**config.mk**
```make
export PLATFORM = sky130hd
export DESIGN_NAME = differential_drive_turn_steering_flat
export DESIGN_NICKNAME = d
export VERILOG_FILES = /design/src/sv/ddts_pkg.sv /design/src/sv/ddts_if.sv /design/src/sv/ddts_cordic.sv /design/src/sv/ddts_isqrt.sv /design/src/sv/ddts_div.sv /design/src/sv/ddts_seq.sv /design/src/sv/differential_drive_turn_steering.sv /design/src/flat_wrapper.sv
export SDC_FILE = /design/constraint.sdc
export NUM_CORES = 2
export LEC_CHECK = 0
export BUFFER_PORTS_ARGS = -buffer_cell sky130_fd_sc_hd__buf_2
export CAP_MARGIN = 20
export CORE_UTILIZATION = 45
export DETAILED_ROUTE_END_ITERATION = 8
export PLACE_DENSITY = 0.66
export SETUP_SLACK_MARGIN = 0.2
export SLEW_MARGIN = 20
export SYNTH_ARGS = -nofsm -noshare
export SYNTH_HDL_FRONTEND = slang
export SYNTH_SLANG_ARGS = --single-unit
export TNS_END_PERCENT = 50
```
**constraint.sdc**
```tcl
create_clock -name clk -period 9.7 [get_ports clk]
set_input_delay 1.94 -clock clk [delete_from_list [all_inputs] [get_ports clk]]
set_output_delay 1.94 -clock clk [all_outputs]
set_load 0.02 [all_outputs]
```
**src/sv/ddts_pkg.sv**
```systemverilog
// ddts_pkg: types, constants and the arctangent table of the turn steering block
// no dependencies; the CORDIC, square root, divider, sequencer and top files import it
`timescale 1ns / 1ps
`default_nettype none

package ddts_pkg;

  // fixed-point angle constants (radians times 4096 and times 2^24)
  localparam logic [12:0] HALF_PI_Q12 = 13'd6434;
  localparam logic [13:0] PI_Q12      = 14'd12868;
  localparam logic [24:0] HALF_PI_Q24 = 25'd26353589;
  localparam logic [11:0] ROUND_Q12   = 12'd2048;
  localparam int          ATAN_LEN    = 24;

  // iteration counts of the square root and divider units
  localparam int SQRT_STEPS = 16;
  localparam int DIV_STEPS  = 14;

  // register reset values
  localparam logic [13:0] HARD_RST = 14'd6434;
  localparam logic [13:0] SOFT_RST = 14'd5004;
  localparam logic [13:0] NONE_RST = 14'd715;
  localparam logic [13:0] MAX_RST  = 14'd2560;

  typedef enum logic [1:0] {
    REG_HARD_TURN = 2'd0,
    REG_SOFT_TURN = 2'd1,
    REG_NO_TURN   = 2'd2,
    REG_MAX_SPEED = 2'd3
  } cfg_reg_t;

  typedef enum logic [1:0] {
    MODE_NONE = 2'd0,
    MODE_SOFT = 2'd1,
    MODE_HARD = 2'd2
  } turn_mode_t;

  typedef enum logic [1:0] {
    MUL_AX,
    MUL_AY,
    MUL_SOFT
  } mul_sel_t;

  typedef enum logic [3:0] {
    S_IDLE,
    S_SQX,
    S_SQY,
    S_ITER,
    S_MODE,
    S_MUL,
    S_DIV_GO,
    S_DIV,
    S_OUT
  } seq_state_t;

  // sequencer to datapath
  typedef struct packed {
    logic     in_ready;
    logic     cordic_start;
    logic     sqrt_start;
    logic     sq_ld;
    mul_sel_t mul_sel;
    logic     mode_upd;
    logic     prod_ld;
    logic     div_start;
    logic     out_ld;
  } ctl_t;

  // datapath to sequencer
  typedef struct packed {
    logic in_valid;
    logic cordic_busy;
    logic sqrt_busy;
    logic div_busy;
    logic div_need;
    logic out_free;
  } sts_t;

  // atan(2^-i) in radians times 2^24
  function automatic logic [23:0] atan_q24(input logic [4:0] idx);
    logic [23:0] v;
    case (idx)
      5'd0:    v = 24'd13176795;
      5'd1:    v = 24'd7778716;
      5'd2:    v = 24'd4110060;
      5'd3:    v = 24'd2086331;
      5'd4:    v = 24'd1047214;
      5'd5:    v = 24'd524117;
      5'd6:    v = 24'd262123;
      5'd7:    v = 24'd131069;
      5'd8:    v = 24'd65536;
      5'd9:    v = 24'd32768;
      5'd10:   v = 24'd16384;
      5'd11:   v = 24'd8192;
      5'd12:   v = 24'd4096;
      5'd13:   v = 24'd2048;
      5'd14:   v = 24'd1024;
      5'd15:   v = 24'd512;
      5'd16:   v = 24'd256;
      5'd17:   v = 24'd128;
      5'd18:   v = 24'd64;
      5'd19:   v = 24'd32;
      5'd20:   v = 24'd16;
      5'd21:   v = 24'd8;
      5'd22:   v = 24'd4;
      5'd23:   v = 24'd2;
      default: v = 24'd0;
    endcase
    return v;
  endfunction

endpackage

`default_nettype wire

```
**src/sv/ddts_if.sv**
```systemverilog
// ddts_if: handshake channels of the turn steering block (heading in, speeds out, config)
// no dependencies
`timescale 1ns / 1ps
`default_nettype none

interface ddts_in_if;
  logic               valid;
  logic               ready;
  logic signed [15:0] heading_x;
  logic signed [15:0] heading_y;
  modport source (output valid, heading_x, heading_y, input ready);
  modport sink   (input valid, heading_x, heading_y, output ready);
endinterface

interface ddts_out_if;
  logic               valid;
  logic               ready;
  logic signed [15:0] left_speed;
  logic signed [15:0] right_speed;
  logic        [1:0]  turn_mode;
  modport source (output valid, left_speed, right_speed, turn_mode, input ready);
  modport sink   (input valid, left_speed, right_speed, turn_mode, output ready);
endinterface

interface ddts_cfg_if;
  logic        valid;
  logic        ready;
  logic [1:0]  index;
  logic [13:0] data;
  modport source (output valid, index, data, input ready);
  modport sink   (input valid, index, data, output ready);
endinterface

`default_nettype wire

```
**src/sv/ddts_cordic.sv**
```systemverilog
// ddts_cordic: iterative vectoring CORDIC, first-quadrant angle of (ax, ay)
// depends on ddts_pkg (arctangent table, angle constants)
`timescale 1ns / 1ps
`default_nettype none

module ddts_cordic #(
  parameter int CORDIC_STAGES = 16
) (
  input  wire logic        clk,
  input  wire logic        rst_n,
  input  wire logic        start,
  input  wire logic [15:0] ax,
  input  wire logic [15:0] ay,
  output logic             busy,
  output logic [12:0]      angle
);
  import ddts_pkg::*;

  localparam int CW = $clog2(CORDIC_STAGES);

  logic               iter_r, iter_nxt;
  logic               fin_r, fin_nxt;
  logic [CW-1:0]      cnt_r, cnt_nxt;
  logic signed [26:0] cx_r, cx_nxt;
  logic signed [26:0] cy_r, cy_nxt;
  logic signed [27:0] z_r, z_nxt;
  logic               zero_x_r, zero_x_nxt;
  logic               zero_y_r, zero_y_nxt;
  logic [12:0]        angle_r, angle_nxt;

  logic signed [26:0] dx, dy;
  logic signed [27:0] step_z;
  logic [24:0]        zc;
  logic [25:0]        zsum;
  logic [12:0]        a_rnd;

  // one micro-rotation per cycle through shifters and adders reused by every step
  assign dx     = cy_r >>> cnt_r;
  assign dy     = cx_r >>> cnt_r;
  assign step_z = $signed({4'b0000, atan_q24(5'(cnt_r))});

  // clamp the accumulated angle and round it to nearest, in radians times 4096
  always_comb begin
    if (z_r[27]) begin
      zc = '0;
    end else if (z_r > $signed({3'b000, HALF_PI_Q24})) begin
      zc = HALF_PI_Q24;
    end else begin
      zc = z_r[24:0];
    end
    zsum  = {1'b0, zc} + {14'd0, ROUND_Q12};
    a_rnd = (zsum[24:12] > HALF_PI_Q12) ? HALF_PI_Q12 : zsum[24:12];
  end

  // iteration control and datapath
  always_comb begin
    iter_nxt   = iter_r;
    fin_nxt    = fin_r;
    cnt_nxt    = cnt_r;
    cx_nxt     = cx_r;
    cy_nxt     = cy_r;
    z_nxt      = z_r;
    zero_x_nxt = zero_x_r;
    zero_y_nxt = zero_y_r;
    angle_nxt  = angle_r;
    if (start) begin
      iter_nxt   = 1'b1;
      fin_nxt    = 1'b0;
      cnt_nxt    = '0;
      cx_nxt     = $signed({3'b000, ax, 8'h00});
      cy_nxt     = $signed({3'b000, ay, 8'h00});
      z_nxt      = '0;
      zero_x_nxt = (ax == 16'd0);
      zero_y_nxt = (ay == 16'd0);
    end else if (iter_r) begin
      if (!cy_r[26]) begin
        cx_nxt = cx_r + dx;
        cy_nxt = cy_r - dy;
        z_nxt  = z_r + step_z;
      end else begin
        cx_nxt = cx_r - dx;
        cy_nxt = cy_r + dy;
        z_nxt  = z_r - step_z;
      end
      cnt_nxt = cnt_r + 1'b1;
      if (cnt_r == CW'(CORDIC_STAGES - 1)) begin
        iter_nxt = 1'b0;
        fin_nxt  = 1'b1;
      end
    end else if (fin_r) begin
      fin_nxt = 1'b0;
      // vectors on an axis override the rotation result
      if (zero_y_r) begin
        angle_nxt = '0;
      end else if (zero_x_r) begin
        angle_nxt = HALF_PI_Q12;
      end else begin
        angle_nxt = a_rnd;
      end
    end
  end

  always_ff @(posedge clk) begin
    if (!rst_n) begin
      iter_r <= 1'b0;
      fin_r  <= 1'b0;
      cnt_r  <= '0;
    end else begin
      iter_r <= iter_nxt;
      fin_r  <= fin_nxt;
      cnt_r  <= cnt_nxt;
    end
  end

  always_ff @(posedge clk) begin
    cx_r     <= cx_nxt;
    cy_r     <= cy_nxt;
    z_r      <= z_nxt;
    zero_x_r <= zero_x_nxt;
    zero_y_r <= zero_y_nxt;
    angle_r  <= angle_nxt;
  end

  assign busy  = iter_r | fin_r;
  assign angle = angle_r;

endmodule

`default_nettype wire

```
**src/sv/ddts_isqrt.sv**
```systemverilog
// ddts_isqrt: digit-by-digit integer square root, two radicand bits per cycle
// depends on ddts_pkg (step count)
`timescale 1ns / 1ps
`default_nettype none

module ddts_isqrt (
  input  wire logic        clk,
  input  wire logic        rst_n,
  input  wire logic        start,
  input  wire logic [31:0] v,
  output logic             busy,
  output logic [15:0]      root
);
  import ddts_pkg::*;

  localparam int CW = $clog2(SQRT_STEPS);

  logic          busy_r, busy_nxt;
  logic [CW-1:0] cnt_r, cnt_nxt;
  logic [31:0]   v_r, v_nxt;
  logic [16:0]   rem_r, rem_nxt;
  logic [15:0]   root_r, root_nxt;

  logic [18:0]   rem_sh;
  logic [18:0]   trial;
  logic [18:0]   diff;

  // bring down the next radicand pair and try the next root bit
  assign rem_sh = {rem_r, v_r[31:30]};
  assign trial  = {1'b0, root_r, 2'b01};
  assign diff   = rem_sh - trial;

  always_comb begin
    busy_nxt = busy_r;
    cnt_nxt  = cnt_r;
    v_nxt    = v_r;
    rem_nxt  = rem_r;
    root_nxt = root_r;
    if (start) begin
      busy_nxt = 1'b1;
      cnt_nxt  = '0;
      v_nxt    = v;
      rem_nxt  = '0;
      root_nxt = '0;
    end else if (busy_r) begin
      v_nxt   = {v_r[29:0], 2'b00};
      cnt_nxt = cnt_r + 1'b1;
      if (rem_sh >= trial) begin
        rem_nxt  = diff[16:0];
        root_nxt = {root_r[14:0], 1'b1};
      end else begin
        rem_nxt  = rem_sh[16:0];
        root_nxt = {root_r[14:0], 1'b0};
      end
      if (cnt_r == CW'(SQRT_STEPS - 1)) begin
        busy_nxt = 1'b0;
      end
    end
  end

  always_ff @(posedge clk) begin
    if (!rst_n) begin
      busy_r <= 1'b0;
      cnt_r  <= '0;
    end else begin
      busy_r <= busy_nxt;
      cnt_r  <= cnt_nxt;
    end
  end

  always_ff @(posedge clk) begin
    v_r    <= v_nxt;
    rem_r  <= rem_nxt;
    root_r <= root_nxt;
  end

  assign busy = busy_r;
  assign root = root_r;

endmodule

`default_nettype wire

```
**src/sv/ddts_div.sv**
```systemverilog
// ddts_div: restoring divider, one quotient bit per cycle, quotient below 2^14
// depends on ddts_pkg (step count)
`timescale 1ns / 1ps
`default_nettype none

module ddts_div (
  input  wire logic        clk,
  input  wire logic        rst_n,
  input  wire logic        start,
  input  wire logic [29:0] num,
  input  wire logic [14:0] den,
  output logic             busy,
  output logic [13:0]      quo
);
  import ddts_pkg::*;

  localparam int CW = $clog2(DIV_STEPS);

  logic                 busy_r, busy_nxt;
  logic [CW-1:0]        cnt_r, cnt_nxt;
  logic [14:0]          rem_r, rem_nxt;
  logic [DIV_STEPS-1:0] low_r, low_nxt;
  logic [DIV_STEPS-1:0] q_r, q_nxt;
  logic [14:0]          den_r, den_nxt;

  logic [15:0]          sh;
  logic [15:0]          diff;

  // shift in the next dividend bit and subtract if it fits
  assign sh   = {rem_r, low_r[DIV_STEPS-1]};
  assign diff = sh - {1'b0, den_r};

  always_comb begin
    busy_nxt = busy_r;
    cnt_nxt  = cnt_r;
    rem_nxt  = rem_r;
    low_nxt  = low_r;
    q_nxt    = q_r;
    den_nxt  = den_r;
    if (start) begin
      busy_nxt = 1'b1;
      cnt_nxt  = '0;
      // the upper dividend part is already below the divisor
      rem_nxt  = num[28:14];
      low_nxt  = num[13:0];
      q_nxt    = '0;
      den_nxt  = den;
    end else if (busy_r) begin
      low_nxt = {low_r[DIV_STEPS-2:0], 1'b0};
      cnt_nxt = cnt_r + 1'b1;
      if (sh >= {1'b0, den_r}) begin
        rem_nxt = diff[14:0];
        q_nxt   = {q_r[DIV_STEPS-2:0], 1'b1};
      end else begin
        rem_nxt = sh[14:0];
        q_nxt   = {q_r[DIV_STEPS-2:0], 1'b0};
      end
      if (cnt_r == CW'(DIV_STEPS - 1)) begin
        busy_nxt = 1'b0;
      end
    end
  end

  always_ff @(posedge clk) begin
    if (!rst_n) begin
      busy_r <= 1'b0;
      cnt_r  <= '0;
    end else begin
      busy_r <= busy_nxt;
      cnt_r  <= cnt_nxt;
    end
  end

  always_ff @(posedge clk) begin
    rem_r <= rem_nxt;
    low_r <= low_nxt;
    q_r   <= q_nxt;
    den_r <= den_nxt;
  end

  assign busy = busy_r;
  assign quo  = q_r;

endmodule

`default_nettype wire

```
**src/sv/ddts_seq.sv**
```systemverilog
// ddts_seq: sequencer that steps one heading word through the shared units
// depends on ddts_pkg (state enum, control and status structs)
`timescale 1ns / 1ps
`default_nettype none

module ddts_seq (
  input  wire logic          clk,
  input  wire logic          rst_n,
  input  wire ddts_pkg::sts_t sts,
  output ddts_pkg::ctl_t     ctl
);
  import ddts_pkg::*;

  seq_state_t state_r, state_nxt;

  // next state
  always_comb begin
    state_nxt = state_r;
    case (state_r)
      S_IDLE:   if (sts.in_valid) state_nxt = S_SQX;
      S_SQX:    state_nxt = S_SQY;
      S_SQY:    state_nxt = S_ITER;
      S_ITER:   if (!sts.cordic_busy && !sts.sqrt_busy) state_nxt = S_MODE;
      S_MODE:   state_nxt = S_MUL;
      S_MUL:    state_nxt = sts.div_need ? S_DIV_GO : S_OUT;
      S_DIV_GO: state_nxt = S_DIV;
      S_DIV:    if (!sts.div_busy) state_nxt = S_OUT;
      S_OUT:    if (sts.out_free) state_nxt = S_IDLE;
      default:  state_nxt = S_IDLE;
    endcase
  end

  // control outputs
  always_comb begin
    ctl = '0;
    ctl.mul_sel = MUL_AX;
    case (state_r)
      S_IDLE: begin
        ctl.in_ready = 1'b1;
      end
      S_SQX: begin
        ctl.cordic_start = 1'b1;
        ctl.sq_ld        = 1'b1;
        ctl.mul_sel      = MUL_AX;
      end
      S_SQY: begin
        ctl.sqrt_start = 1'b1;
        ctl.mul_sel    = MUL_AY;
      end
      S_MODE: begin
        ctl.mode_upd = 1'b1;
      end
      S_MUL: begin
        ctl.mul_sel = MUL_SOFT;
        ctl.prod_ld = 1'b1;
      end
      S_DIV_GO: begin
        ctl.div_start = 1'b1;
      end
      S_OUT: begin
        ctl.out_ld = sts.out_free;
      end
      default: begin
        ctl.in_ready = 1'b0;
      end
    endcase
  end

  always_ff @(posedge clk) begin
    if (!rst_n) begin
      state_r <= S_IDLE;
    end else begin
      state_r <= state_nxt;
    end
  end

endmodule

`default_nettype wire

```
**src/sv/differential_drive_turn_steering.sv**
```systemverilog
// Differential-drive turn steering with hysteresis. Each heading word (x, y) gets its
// angle from an iterative vectoring CORDIC and its length from a digit-by-digit square
// root; the length clamped to the top speed setting is the base speed, and a three-state
// turn mode (none, soft, hard) picks the wheel speeds, swapped by the sign of the angle.
// One word is in flight at a time. Its run is set by the 16-step square root, or by the
// CORDIC when CORDIC_STAGES is above 16, and a soft turn also runs the 14-step divider.
// A finished result sits in an output register, so the next word is taken while it waits.
// Config writes are always accepted and meant for idle.
//
// top level; depends on ddts_pkg, ddts_if, ddts_cordic, ddts_isqrt, ddts_div, ddts_seq
`timescale 1ns / 1ps
`default_nettype none

module differential_drive_turn_steering #(
  parameter int CORDIC_STAGES = 16
) (
  input  wire logic clk,
  input  wire logic rst_n,
  ddts_in_if.sink   in_chan,
  ddts_out_if.source out_chan,
  ddts_cfg_if.sink  cfg_chan
);
  import ddts_pkg::*;

  ctl_t ctl;
  sts_t sts;

  // configuration registers
  logic [13:0] hard_r, soft_r, none_r, max_r;

  // item registers
  logic signed [15:0] x_r, y_r;
  logic [31:0]        sq_r;
  logic [13:0]        base_r;
  logic [13:0]        mag_r;
  logic               positive_r;
  logic               div_need_r;
  logic [27:0]        prod_r;
  turn_mode_t         mode_r, mode_nxt;

  // output register
  logic               out_valid_r;
  logic signed [15:0] left_r, right_r;
  logic [1:0]         tmode_r;

  logic [16:0] nx, ny;
  logic [15:0] ax, ay;
  logic [15:0] mul_a, mul_b;
  logic [31:0] mul_p;
  logic [31:0] sqrt_v;
  logic [29:0] div_num;
  logic [14:0] div_den;
  logic        cordic_busy, sqrt_busy, div_busy;
  logic [12:0] angle;
  logic [15:0] root;
  logic [13:0] quo;
  logic [13:0] mag;
  logic [13:0] base;
  logic        positive;
  logic        div_need;
  logic [13:0] f1;
  logic signed [15:0] s1, s2;

  // config write port
  assign cfg_chan.ready = 1'b1;

  always_ff @(posedge clk) begin
    if (!rst_n) begin
      hard_r <= HARD_RST;
      soft_r <= SOFT_RST;
      none_r <= NONE_RST;
      max_r  <= MAX_RST;
    end else if (cfg_chan.valid) begin
      case (cfg_reg_t'(cfg_chan.index))
        REG_HARD_TURN: hard_r <= cfg_chan.data;
        REG_SOFT_TURN: soft_r <= cfg_chan.data;
        REG_NO_TURN:   none_r <= cfg_chan.data;
        REG_MAX_SPEED: max_r  <= cfg_chan.data;
        default:       max_r  <= max_r;
      endcase
    end
  end

  // sequencer
  assign sts.in_valid    = in_chan.valid;
  assign sts.cordic_busy = cordic_busy;
  assign sts.sqrt_busy   = sqrt_busy;
  assign sts.div_busy    = div_busy;
  assign sts.div_need    = div_need_r;
  assign sts.out_free    = !out_valid_r || out_chan.ready;

  ddts_seq u_seq (
    .clk   (clk),
    .rst_n (rst_n),
    .sts   (sts),
    .ctl   (ctl)
  );

  assign in_chan.ready = ctl.in_ready;

  // input word capture
  always_ff @(posedge clk) begin
    if (ctl.in_ready && in_chan.valid) begin
      x_r <= in_chan.heading_x;
      y_r <= in_chan.heading_y;
    end
  end

  // component magnitudes
  assign nx = -{x_r[15], x_r};
  assign ny = -{y_r[15], y_r};
  assign ax = x_r[15] ? nx[15:0] : x_r;
  assign ay = y_r[15] ? ny[15:0] : y_r;

  // shared multiplier: x squared, y squared, then the soft-turn product
  always_comb begin
    case (ctl.mul_sel)
      MUL_AX: begin
        mul_a = ax;
        mul_b = ax;
      end
      MUL_AY: begin
        mul_a = ay;
        mul_b = ay;
      end
      MUL_SOFT: begin
        mul_a = {2'b00, base_r};
        mul_b = {2'b00, hard_r - mag_r};
      end
      default: begin
        mul_a = ax;
        mul_b = ax;
      end
    endcase
  end

  assign mul_p  = mul_a * mul_b;
  assign sqrt_v = sq_r + mul_p;

  always_ff @(posedge clk) begin
    if (ctl.sq_ld) begin
      sq_r <= mul_p;
    end
    if (ctl.prod_ld) begin
      prod_r <= mul_p[27:0];
    end
  end

  ddts_cordic #(
    .CORDIC_STAGES (CORDIC_STAGES)
  ) u_cordic (
    .clk   (clk),
    .rst_n (rst_n),
    .start (ctl.cordic_start),
    .ax    (ax),
    .ay    (ay),
    .busy  (cordic_busy),
    .angle (angle)
  );

  ddts_isqrt u_isqrt (
    .clk   (clk),
    .rst_n (rst_n),
    .start (ctl.sqrt_start),
    .v     (sqrt_v),
    .busy  (sqrt_busy),
    .root  (root)
  );

  // rounded quotient: (2 * prod + h) / (2 * h)
  assign div_num = {1'b0, prod_r, 1'b0} + {16'd0, hard_r};
  assign div_den = {hard_r, 1'b0};

  ddts_div u_div (
    .clk   (clk),
    .rst_n (rst_n),
    .start (ctl.div_start),
    .num   (div_num),
    .den   (div_den),
    .busy  (div_busy),
    .quo   (quo)
  );

  // angle magnitude, direction and base speed
  assign mag      = x_r[15] ? (PI_Q12 - {1'b0, angle}) : {1'b0, angle};
  assign positive = (!y_r[15] && (y_r != 16'sd0)) || ((y_r == 16'sd0) && x_r[15]);
  assign base     = ({2'b00, max_r} < root) ? max_r : root[13:0];

  // mode update, checked in the order hard, soft, none
  always_comb begin
    mode_nxt = mode_r;
    if (mode_nxt == MODE_HARD && mag <= soft_r) begin
      mode_nxt = MODE_SOFT;
    end
    if (mode_nxt == MODE_SOFT) begin
      if (mag > hard_r) begin
        mode_nxt = MODE_HARD;
      end else if (mag <= none_r) begin
        mode_nxt = MODE_NONE;
      end
    end
    if (mode_nxt == MODE_NONE) begin
      if (mag > hard_r) begin
        mode_nxt = MODE_HARD;
      end else if (mag > none_r) begin
        mode_nxt = MODE_SOFT;
      end
    end
  end

  assign div_need = (mode_nxt == MODE_SOFT) && (hard_r != 14'd0) && (mag <= hard_r);

  always_ff @(posedge clk) begin
    if (!rst_n) begin
      mode_r <= MODE_NONE;
    end else if (ctl.mode_upd) begin
      mode_r <= mode_nxt;
    end
  end

  always_ff @(posedge clk) begin
    if (ctl.mode_upd) begin
      base_r     <= base;
      mag_r      <= mag;
      positive_r <= positive;
      div_need_r <= div_need;
    end
  end

  // wheel speeds for the current mode
  assign f1 = div_need_r ? quo : 14'd0;

  always_comb begin
    case (mode_r)
      MODE_SOFT: begin
        s1 = $signed({2'b00, f1});
        s2 = $signed({1'b0, base_r, 1'b0}) - $signed({2'b00, f1});
      end
      MODE_HARD: begin
        s1 = -$signed({2'b00, max_r});
        s2 = $signed({2'b00, max_r});
      end
      default: begin
        s1 = $signed({2'b00, base_r});
        s2 = $signed({2'b00, base_r});
      end
    endcase
  end

  // output register
  always_ff @(posedge clk) begin
    if (!rst_n) begin
      out_valid_r <= 1'b0;
    end else if (ctl.out_ld) begin
      out_valid_r <= 1'b1;
    end else if (out_chan.ready) begin
      out_valid_r <= 1'b0;
    end
  end

  always_ff @(posedge clk) begin
    if (ctl.out_ld) begin
      left_r  <= positive_r ? s1 : s2;
      right_r <= positive_r ? s2 : s1;
      tmode_r <= mode_r;
    end
  end

  assign out_chan.valid       = out_valid_r;
  assign out_chan.left_speed  = left_r;
  assign out_chan.right_speed = right_r;
  assign out_chan.turn_mode   = tmode_r;

  // a new word only enters with every unit at rest
  a_ready_units_idle : assert property (@(posedge clk) disable iff (!rst_n)
    ctl.in_ready |-> !(cordic_busy || sqrt_busy || div_busy))
    else $error("word accepted while a unit is busy");

  // the rounded soft factor never exceeds the base speed
  a_quo_le_base : assert property (@(posedge clk) disable iff (!rst_n)
    $fell(div_busy) |-> quo <= base_r)
    else $error("soft speed above base speed");

  // the base speed is clamped to the maximum speed
  a_base_clamped : assert property (@(posedge clk) disable iff (!rst_n)
    ctl.mode_upd |=> base_r <= max_r)
    else $error("base speed above max speed");

  // a result is loaded only into a free output register
  a_out_load_free : assert property (@(posedge clk) disable iff (!rst_n)
    ctl.out_ld && out_valid_r |-> out_chan.ready)
    else $error("result overwrites a waiting word");

endmodule

`default_nettype wire

```
**src/flat_wrapper.sv**
```systemverilog
// flat-port wrapper written by rule: the top's interface ports become plain ports
module differential_drive_turn_steering_flat import ddts_pkg::*;
#(
  parameter int CORDIC_STAGES = 16
)
  (clk, rst_n, in_chan_valid, in_chan_heading_x, in_chan_heading_y, in_chan_ready, out_chan_valid, out_chan_left_speed, out_chan_right_speed, out_chan_turn_mode, out_chan_ready, cfg_chan_valid, cfg_chan_index, cfg_chan_data, cfg_chan_ready);
  ddts_in_if in_chan_i ();
  ddts_out_if out_chan_i ();
  ddts_cfg_if cfg_chan_i ();
  input  wire logic clk;
  input  wire logic rst_n;
  input wire logic [$bits(in_chan_i.valid)-1:0] in_chan_valid;
  input wire logic [$bits(in_chan_i.heading_x)-1:0] in_chan_heading_x;
  input wire logic [$bits(in_chan_i.heading_y)-1:0] in_chan_heading_y;
  output wire logic [$bits(in_chan_i.ready)-1:0] in_chan_ready;
  output wire logic [$bits(out_chan_i.valid)-1:0] out_chan_valid;
  output wire logic [$bits(out_chan_i.left_speed)-1:0] out_chan_left_speed;
  output wire logic [$bits(out_chan_i.right_speed)-1:0] out_chan_right_speed;
  output wire logic [$bits(out_chan_i.turn_mode)-1:0] out_chan_turn_mode;
  input wire logic [$bits(out_chan_i.ready)-1:0] out_chan_ready;
  input wire logic [$bits(cfg_chan_i.valid)-1:0] cfg_chan_valid;
  input wire logic [$bits(cfg_chan_i.index)-1:0] cfg_chan_index;
  input wire logic [$bits(cfg_chan_i.data)-1:0] cfg_chan_data;
  output wire logic [$bits(cfg_chan_i.ready)-1:0] cfg_chan_ready;
  assign in_chan_i.valid = in_chan_valid;
  assign in_chan_i.heading_x = in_chan_heading_x;
  assign in_chan_i.heading_y = in_chan_heading_y;
  assign in_chan_ready = in_chan_i.ready;
  assign out_chan_valid = out_chan_i.valid;
  assign out_chan_left_speed = out_chan_i.left_speed;
  assign out_chan_right_speed = out_chan_i.right_speed;
  assign out_chan_turn_mode = out_chan_i.turn_mode;
  assign out_chan_i.ready = out_chan_ready;
  assign cfg_chan_i.valid = cfg_chan_valid;
  assign cfg_chan_i.index = cfg_chan_index;
  assign cfg_chan_i.data = cfg_chan_data;
  assign cfg_chan_ready = cfg_chan_i.ready;
  differential_drive_turn_steering #(.CORDIC_STAGES(CORDIC_STAGES)) u_core (.clk(clk), .rst_n(rst_n), .in_chan(in_chan_i), .out_chan(out_chan_i), .cfg_chan(cfg_chan_i));
endmodule
```
==> flow_metrics.py <==
metrics = {
    "layout": {
        "regArea_sq_mm": 0.0123,
        "final_common_cell": "nand2_1",
        "final_cell_mix": "nand2_1 (559), inv_1 (418), nor2_1 (389)",
        "final_nets": 5569,
        "syn2layout_area_growth_pct": 15.3,
        "fin_cells": 6245,
        "drive_gt1_share_pct": 15.9,
        "fillerInstances": 8529,
        "multi_input_area_sq_mm": 0.0281,
        "finalInstanceArea_sq_mm": 0.0486,
    },
    "place": {
        "dp_cells": 6082,
        "hpwl_microns": 92000,
        "routabilityCongestion": 0.913,
        "portBuffers": 88,
        "placed_cell_area_sq_mm": 0.0455,
        "dp_slack_ns": -0.339,
    },
    "route": {
        "first_iter_violations": 2871,
        "viasPerCell": 5.67,
        "drtAntennaViolNets": 0,
        "first_pass_iters": 7,
        "vias": 35400,
        "drt-total-wl_microns": 120000,
        "drc_errors": 0,
        "wl_per_cell_microns": 19.2,
    },
    "floorplan": {
        "die_h_microns": 308,
        "die_w_microns": 308,
        "core_region_area_sq_mm": 0.0922,
        "ioPinCount": 90,
        "die-area_sq_mm": 0.0949,
        "initial_core_util_pct": 45.7,
        "rows": 111,
    },
    "global_routing": {
        "grt_max_degree": 82,
        "grt.total_usage_pct": 25.3,
        "grt_pass1_vias": 34400,
        "grt_overflow_total": 0,
        "antenna_found_initial": 1,
        "grt_pass1_wl_microns": 191000,
    },
    "synthesis": {
        "ys_types": 95,
        "synth-edff-count": 277,
        "syn_area_sq_mm": 0.0421,
        "ys.flop_type": "edfxtp_1",
        "syn_inst": 4674,
        "synth_seq_cells": 476,
        "yosys.area.top_type_share_pct": 19.7,
        "syn_nets": 5288,
        "yosys-top-cells-area": "edfxtp_1 (20%), ha_1 (11%), fa_1 (9.5%)",
        "synth-async-reset-ratio_pct": 0,
        "synth_area_per_cell_sq_um": 9.02,
        "ys_warn_count": 0,
        "synth_largest_area_cell": "edfxtp_1",
        "yosysSeqAreaShare_pct": 29.2,
    },
    "clocking": {
        "cts_hold_buf": 0,
        "cts_htree_levels": 2,
        "clkSinkCount": 476,
        "cts_tree": "yes",
        "cts_buffer_depth": 3,
        "insertion_delay_ns": 0.67,
        "cts_buffers": 54,
        "root_buffer": "clkbuf_16",
        "clk_pin_slew_ns": 0.06,
    },
    "critical_path": {
        "max_stage_delay_ns": 0.54,
        "cp_num_buf_inv": 14,
        "slowest_stage": "fa_2",
        "r2r_cells": 46,
        "worstPathRequired_ns": 10.08,
        "reg2reg_to": "u_core.u_isqrt.v_r[30]",
        "worstPathMaxFanout": 4,
        "critPathMostFrequentCell": "buf_4",
        "regToRegSetupSlack_ns": 0.24,
        "crit_path_end_kind": "register",
        "cp-start-kind": "register",
        "path_delay_family": "adder cells",
        "arrival_ns": 9.84,
        "worstSetupPathType": "reg2reg",
        "r2r-start": "u_core.mag_r[0]",
    },
    "sta": {
        "worst_clock_skew_ns": 0.0371,
        "worstMarginPinSlew_ns": 1.09,
        "rsz0062_at_grt": "true",
        "setup_ws_ns": 0.241,
        "min_period_ns": 9.46,
        "max_freq_mhz": 106,
        "final.setup.tns_ns": 0,
        "maxSlewHeadroom_pct": 26.3,
        "slew_violations": 0,
        "hold_viol": 0,
        "period_share_pct": 97.5,
        "finalSetupViolations": 0,
    },
    "run_status": {
        "status": "completed",
    },
    "job": {
        "drv_cap": 0,
    },
    "hold_path": {
        "whs_path_depth": 2,
        "min_from": "u_core.none_r[11]",
        "worstHoldEndpoint": "u_core.none_r[11]",
        "hp-class": "reg2reg",
    },
}
==> worst max path at each step <==
| stage | startpoint | end | cells past startpoint |
|---|---|---|---|
| 2_1_floorplan | u_core.hard_r[0] | u_core.u_isqrt.v_r[30] | 44 |
| 3_3_place_gp | u_core.x_r[0] | u_core.u_isqrt.v_r[30] | 39 |
| 3_5_place_dp | u_core.hard_r[0] | u_core.u_isqrt.v_r[30] | 43 |
| 4_1_cts | u_core.x_r[1] | u_core.u_isqrt.v_r[30] | 41 |
| 5_1_grt | u_core.mag_r[0] | u_core.u_isqrt.v_r[28] | 47 |
| 6_report | u_core.mag_r[0] | u_core.u_isqrt.v_r[30] | 46 |
==> worst min-delay path, stage by stage, from the launching register on <==
cell      delay (ns)
dfxtp_1         0.31
nand2_1         0.05
a21boi_0        0.06
==> Yosys cell counts (all sizes together), types with 46 or more instances <==
library cell	number
and2	51
xor2	134
nand3	80
a21boi	67
a211oi	46
dfxtp	199
inv	437
o21ai	228
xnor2	188
buf	48
nand2b	48
a21o	98
nand2	568
nor3	70
edfxtp	277
clkbuf	144
ha	360
a21oi	294
fa	201
nor2	391
mux4	57
mux2i	116
==> sequential cells by signal, summed over array words and instances, names as in the netlist, 15 cells and up <==
| name | cells |
|---|---|
| u_core.out_chan.left_speed | 15 |
| u_core.out_chan.right_speed | 16 |
| u_core.prod_r | 28 |
| u_core.sq_r | 32 |
| u_core.u_cordic.cx_r | 27 |
| u_core.u_cordic.cy_r | 27 |
| u_core.u_cordic.step_z | 23 |
| u_core.u_cordic.z_r | 28 |
| u_core.u_div.rem_r | 15 |
| u_core.u_isqrt.rem_r | 17 |
| u_core.u_isqrt.root | 16 |
| u_core.u_isqrt.v_r | 32 |
| u_core.x_r | 16 |
| u_core.y_r | 16 |
==> layout make-up <==
class	count	share of cell area, %
well taps	1243	3.20
diodes	1	0.00515
clock buffers	71	3.32
multi-input cells	3568	57.9
inverters	438	3.39
repair buffers	417	6.22
clock inverters	31	0.628
flip-flops and latches	476	25.3
==> logic make-up after synthesis <==
family | share of synthesized area (%)
adder cells (fa/ha/maj) | 20.2
XOR/XNOR | 6.69
other | 0.00890
buffers and inverters | 5.82
multiplexers | 6.84
AO/OA/AOI/OAI | 15.7
AND/OR/NAND/NOR | 15.5
flip-flops | 29.2
==> metrics by stage <==
stage,util (%),hold WS [ns]
after global routing,52.7,0.490
after detailed placement,49.4,0.464
after CTS,52.1,0.474
after floorplan,-,0.443
after global placement,49.4,0.453
final,52.7,0.471
==> repair_timing <==
item / CTS / global route
setup buffers: 39 / 21
gates resized for setup: 61 / 102
endpoints found under the setup margin: 11 / 15
pin swaps: 74 / 75
endpoints found under the hold margin: 0 / 0
==> metal layers <==
metal  routed length, microns  track usage, %  vias up
met3                     8520            3.69      217
met4                     4070            8.52        0
li1                         -               -    16900
met1                    53600            35.1    17100
met5                        0               0        -
met2                    53700            40.4     1148
Power is not shown: default switching activity piles up to over one toggle a cycle in this logic, so the estimate is an artifact.
